`src/mcfp_quant.sv`:
```
// Clamp, offset and pipelined restoring divide for one set-point field.
module mcfp_quant #(
	parameter int BITS     = 12,
	parameter int LAT_BITS = 16
) (
	input  logic                clk,
	input  logic                en,
	input  logic signed [31:0]  x,
	input  logic signed [32:0]  lo,
	input  logic signed [32:0]  hi,
	output logic [BITS-1:0]     code,
	output logic                err
);

	localparam int NW  = 32 + BITS;
	localparam int PAD = LAT_BITS - BITS;

	logic signed [33:0] xe, lo_e, hi_e, span_w, diff_w;
	logic [31:0]        d_s1, span_s1, span_s2;
	logic               err_s1, err_s2;
	logic [NW-1:0]      n_s2;

	assign xe     = {{2{x[31]}}, x};
	assign lo_e   = {lo[32], lo};
	assign hi_e   = {hi[32], hi};
	assign span_w = hi_e - lo_e;
	assign diff_w = xe - lo_e;

	// clamp into [lo, hi] and take the offset from lo
	always_ff @(posedge clk) begin
		if (en) begin
			err_s1  <= (hi_e <= lo_e);
			span_s1 <= span_w[31:0];
			if (xe < lo_e) begin
				d_s1 <= '0;
			end else if (xe > hi_e) begin
				d_s1 <= span_w[31:0];
			end else begin
				d_s1 <= diff_w[31:0];
			end
		end
	end

	// scale by 2^BITS - 1 as a shift and subtract
	always_ff @(posedge clk) begin
		if (en) begin
			n_s2    <= {d_s1, {BITS{1'b0}}} - {{BITS{1'b0}}, d_s1};
			span_s2 <= span_s1;
			err_s2  <= err_s1;
		end
	end

	logic [31:0]     rem_in [BITS];
	logic [31:0]     rem_s  [BITS];
	logic [BITS-1:0] low_in [BITS];
	logic [BITS-1:0] low_s  [BITS];
	logic [BITS-1:0] quo_in [BITS];
	logic [BITS-1:0] quo_s  [BITS];
	logic [31:0]     dv_in  [BITS];
	logic [31:0]     dv_s   [BITS];
	logic            er_in  [BITS];
	logic            er_s   [BITS];

	// one quotient bit per stage; the running remainder stays below the span
	for (genvar i = 0; i < BITS; i++) begin : g_div
		logic [32:0] trial, diff;
		logic        ge;
		if (i == 0) begin : g_first
			assign rem_in[i] = n_s2[NW-1:BITS];
			assign low_in[i] = n_s2[BITS-1:0];
			assign quo_in[i] = '0;
			assign dv_in[i]  = span_s2;
			assign er_in[i]  = err_s2;
		end else begin : g_next
			assign rem_in[i] = rem_s[i-1];
			assign low_in[i] = low_s[i-1];
			assign quo_in[i] = quo_s[i-1];
			assign dv_in[i]  = dv_s[i-1];
			assign er_in[i]  = er_s[i-1];
		end
		assign trial = {rem_in[i], low_in[i][BITS-1]};
		assign diff  = trial - {1'b0, dv_in[i]};
		assign ge    = (trial >= {1'b0, dv_in[i]});
		always_ff @(posedge clk) begin
			if (en) begin
				rem_s[i] <= ge ? diff[31:0] : trial[31:0];
				low_s[i] <= {low_in[i][BITS-2:0], 1'b0};
				quo_s[i] <= {quo_in[i][BITS-2:0], ge};
				dv_s[i]  <= dv_in[i];
				er_s[i]  <= er_in[i];
			end
		end
	end

	logic [BITS-1:0] quo_last;
	logic            err_last;

	// hold narrower fields back so every field lines up with the widest field
	if (PAD > 0) begin : g_pad
		logic [BITS-1:0] pq_s [PAD];
		logic            pe_s [PAD];
		always_ff @(posedge clk) begin
			if (en) begin
				pq_s[0] <= quo_s[BITS-1];
				pe_s[0] <= er_s[BITS-1];
				for (int k = 1; k < PAD; k++) begin
					pq_s[k] <= pq_s[k-1];
					pe_s[k] <= pe_s[k-1];
				end
			end
		end
		assign quo_last = pq_s[PAD-1];
		assign err_last = pe_s[PAD-1];
	end else begin : g_nopad
		assign quo_last = quo_s[BITS-1];
		assign err_last = er_s[BITS-1];
	end

	assign code = err_last ? '0 : quo_last;
	assign err  = err_last;

endmodule

```
`config.mk`:
```
export PLATFORM = sky130hd
export DESIGN_NAME = mcfp_quant
export DESIGN_NICKNAME = d
export VERILOG_FILES = /design/src/mcfp_quant.sv
export SDC_FILE = /design/constraint.sdc
export NUM_CORES = 2
export LEC_CHECK = 0
export BUFFER_PORTS_ARGS = -buffer_cell sky130_fd_sc_hd__buf_2
export CAP_MARGIN = 30
export CORE_ASPECT_RATIO = 0.9
export CORE_MARGIN = 3
export CORE_UTILIZATION = 30
export CTS_CLUSTER_SIZE = 12
export DETAILED_ROUTE_END_ITERATION = 8
export MAX_ROUTING_LAYER = met4
export PLACE_DENSITY_LB_ADDON = 0.12
export SLEW_MARGIN = 40
export SYNTH_ARGS = -nofsm -noshare
export SYNTH_HDL_FRONTEND = slang
export SYNTH_SLANG_ARGS = --single-unit
```
`constraint.sdc`:
```
create_clock -name clk -period 4.8 [get_ports clk]
set_clock_uncertainty 0.1 [all_clocks]
set_input_delay 0.48 -clock clk [delete_from_list [all_inputs] [get_ports clk]]
set_output_delay 0.48 -clock clk [all_outputs]
set_load 0.02 [all_outputs]
```
==> results.cfg <==
[outcome]
status = complete, no violations

[timing]
worst_pin_slew_ns = 0.791
timing.final.setup_violations = 0
fmax_mhz = 217
rsz0062_at_grt = no
timing.final.max_slew_violations = 0
final_setup_slack_of_the_worst_path_ns = 0.183
final_hold_viol_count = 0
period_minus_slack_ns = 4.62
finalSetupTns_ns = 0
min_period_over_period = 0.962
slew_headroom = 0.473

[yosys]
synth_area_per_cell_um2 = 11.1
synthCells = 5529
synthTopCellsByCount = edfxtp_1, inv_1, ha_1, a21oi_1, nand2_1
synthMuxAreaShare = 0.0331
postSynthRegisterBits = 1054
adder_and_majority_cell_fraction_of_the_synthesized_area = 0.107
synth_simple_gate_area_share = 0.0976
synth.yosys.warnings = 0
mappedNetlistNets = 6146
synth.largest_area_cell = edfxtp_1
synth-compound-area-share = 0.150
post_synth_num_cell_types = 98
synth_top_flop_cell = edfxtp_1
yosysSeqAreaShare = 0.514
synthDominantCellAreaShare = 0.514
synth_xor_area_frac = 0.0542
asyncSetResetFlopFracSynth = 0
synth_edf_count = 1054
post-synth-top-count-cell = edfxtp_1
yosys-top-cells-area = edfxtp_1, ha_1, a21oi_1
syn-cell-area_um2 = 61500
synth_top_family_by_area = compound AO/OA/AOI/OAI gates

[setup_path]
setup_slack_reg_to_reg_ns = 0.18
endpoint_kind = flop
cp_data_required_time_ns = 5.20
worst_setup_path_start_kind = flop
cp_arrival_ns = 5.01
worstSetupPathType = reg -> reg
cp-startpoint = rem_s[8][8]$_DFFE_PP_
worst_path_max_delay_cell = nor3_1
slowest_delay_ns = 0.61
critical_path_buf_inv_count = 1
worstReg2RegStart = rem_s[8][8]$_DFFE_PP_
timing.critical_path.max_delay_family = compound AO/OA/AOI/OAI gates
crit_path_max_fanout = 27
cp_cell_sequence = ha_1 > nand3_1 > nor3_1 > o2111ai_1 > and3_1 > a41oi_1 > a21boi_1 > o311ai_4 > buf_12 > mux2_2

[floorplan]
placement_rows = 157
num_io_pins = 113
initial_core_util = 0.302
core_area_um2 = 204000
die_ht_um = 436
dieWidth_um = 483
die_area_um2 = 211000

[drt]
route.antenna.remaining_nets = 0
sum_of_routed_wire_length_over_all_layers_um = 141000
detailedRoute.firstIterationViolations = 1796
firstDrtPassIters = 5
num_vias = 40200
route.detailed.vias_per_inst = 4.71
wl_per_cell_um = 16.6
route.detailed.drc = 0

[finish]
multiInputGateArea_um2 = 27200
num-nets-final = 6337
syn2layout_area_growth_pct = 14.0
drive_gt1_frac = 0.0986
seq_area_um2 = 31700
fillers = 20200
finish.utilization = 0.344

[pwr]
power.sequential.fraction = 0.335
switching_share = 0.360
leakagePower_nw = 28.6
pwr-share-comb = 0.440
power_density_nw_per_um2 = 632
cell_internal_pwr_mw = 28.4
power_frac_clock = 0.225
report.power.total_mw = 44.3
netSwitchingPower_mw = 15.9
peakVddDrop_v = 0.000376

[hold_path]
hold_class = in -> reg
hp-start = lo[0]

[global_routing]
grt_pass1_vias = 42300
grt_max_degree = 115
track_usage = 0.138
number_of_antenna_violations_at_the_first_check_in_global_routing = 1
grt_pass1_wl_um = 227000
grt_overflow_total = 0

[placement]
port-buffer-count = 112
post-place-ws_ns = 0.224
dp_wirelength_um = 111000
gp_congestion = 0.866

[cts]
cts.clk_slew.worst_paths_ns = 0.06
holdBufCountCts = 0
cts_made_buffers = 131
cts.htree.levels = 4
post_cts_setup_bufs = 0
cts.sink_count = 1054
cts_tree = built
cts.root.buffer_cell = clkbuf_16
post_cts_resized = 0
clock_latency_ns = 0.76
clk_path_buf_depth = 3

[job]
max_cap_viol_count = 0
worst reg2reg max path, delay by kind of cell (launching register included):
| family | cells | cell delay, ns |
|---|---|---|
| AND/OR/NAND/NOR | 3 | 1.10 |
| AO/OA/AOI/OAI | 4 | 1.69 |
| multiplexers | 1 | 0.40 |
| adder cells (fa/ha/maj) | 1 | 0.41 |
| buffers and inverters | 1 | 0.26 |
| flip-flops | 1 | 0.40 |
registers in the layout, summed over array words and instances, names as in the netlist, 32 cells and up:
signal,count
d_s1,32
g_pad.pq_s,48
span_s1,32
low_s,66
span_s2,32
quo_s,78
n_s2,44
rem_s,352
dv_s,352
per-layer routing:
metal  wire (um)  global-route usage  vias up  share of wire
li1            -                   -    20700              -
met4        7980              0.0725        0          0.056
met1       58500               0.151    18500           0.41
met2       70800               0.243      614           0.50
met5           0                   -        -              0
met3        4010              0.0201      346          0.028
cells in the final DEF (no fill, tap or decap), types with 39 or more instances in the layout:
cell	count
a211oi_1	43
a21o_1	213
a21oi_1	453
a31oi_1	53
and3_1	46
buf_2	112
buf_4	39
clkbuf_16	133
edfxtp_1	1054
ha_1	504
inv_1	587
mux2_2	113
nand2_1	341
nand2b_1	66
nand3_1	89
nand4_1	75
nor2_1	328
nor2b_1	97
nor3_1	66
o21a_1	62
o21ai_0	330
o21bai_1	42
xnor2_1	235
xor2_1	146
through the flow:
stage                     std cells  area [um^2]  hold slack [ns]
after CTS                      8522        70100           0.0859
after floorplan                5529        61500            0.300
after detailed placement       8290        65800            0.305
after global placement         8287        65700            0.301
final                          8524        70100            0.143
after global routing           8524        70100            0.124
cell type report:
| cell class | count | share of cell area |
|---|---|---|
| clock buffers | 154 | 0.0486 |
| diodes | 2 | 0.0000714 |
| inverters | 589 | 0.0315 |
| clock inverters | 78 | 0.0139 |
| well taps | 2703 | 0.0482 |
| flip-flops and latches | 1054 | 0.451 |
| multi-input cells | 3771 | 0.388 |
| repair buffers | 173 | 0.0181 |
power groups by stage:
stage / Clock (mW) / Combinational, mW / Sequential, mW
CTS: 10.4 / 19.7 / 14.9
detailed placement: 0 / 19.6 / 15.0
finish: 9.99 / 19.5 / 14.8
global placement: 0 / 19.5 / 15.1
floorplan: 0 / 15.1 / 14.4
global route: 10.8 / 22.0 / 15.1
path summary, 6_finish.rpt:
kind / end / cells after the start
setup reg to reg: rem_s[9][8]$_DFFE_PP_ / 10
setup / recovery: rem_s[9][8]$_DFFE_PP_ / 10
hold / removal: span_s1[0]$_DFFE_PP_ / 3
hold reg to reg: g_pad.pe_s[2]$_DFFE_PP_ / 0
cell families after synthesis:
logic type / count (synthesis)
AO/OA/AOI/OAI: 1455
multiplexers: 176
flip-flops: 1054
adder cells (fa/ha/maj): 517
buffers and inverters: 704
XOR/XNOR: 381
AND/OR/NAND/NOR: 1242
Power figures use the tool's default switching activity.
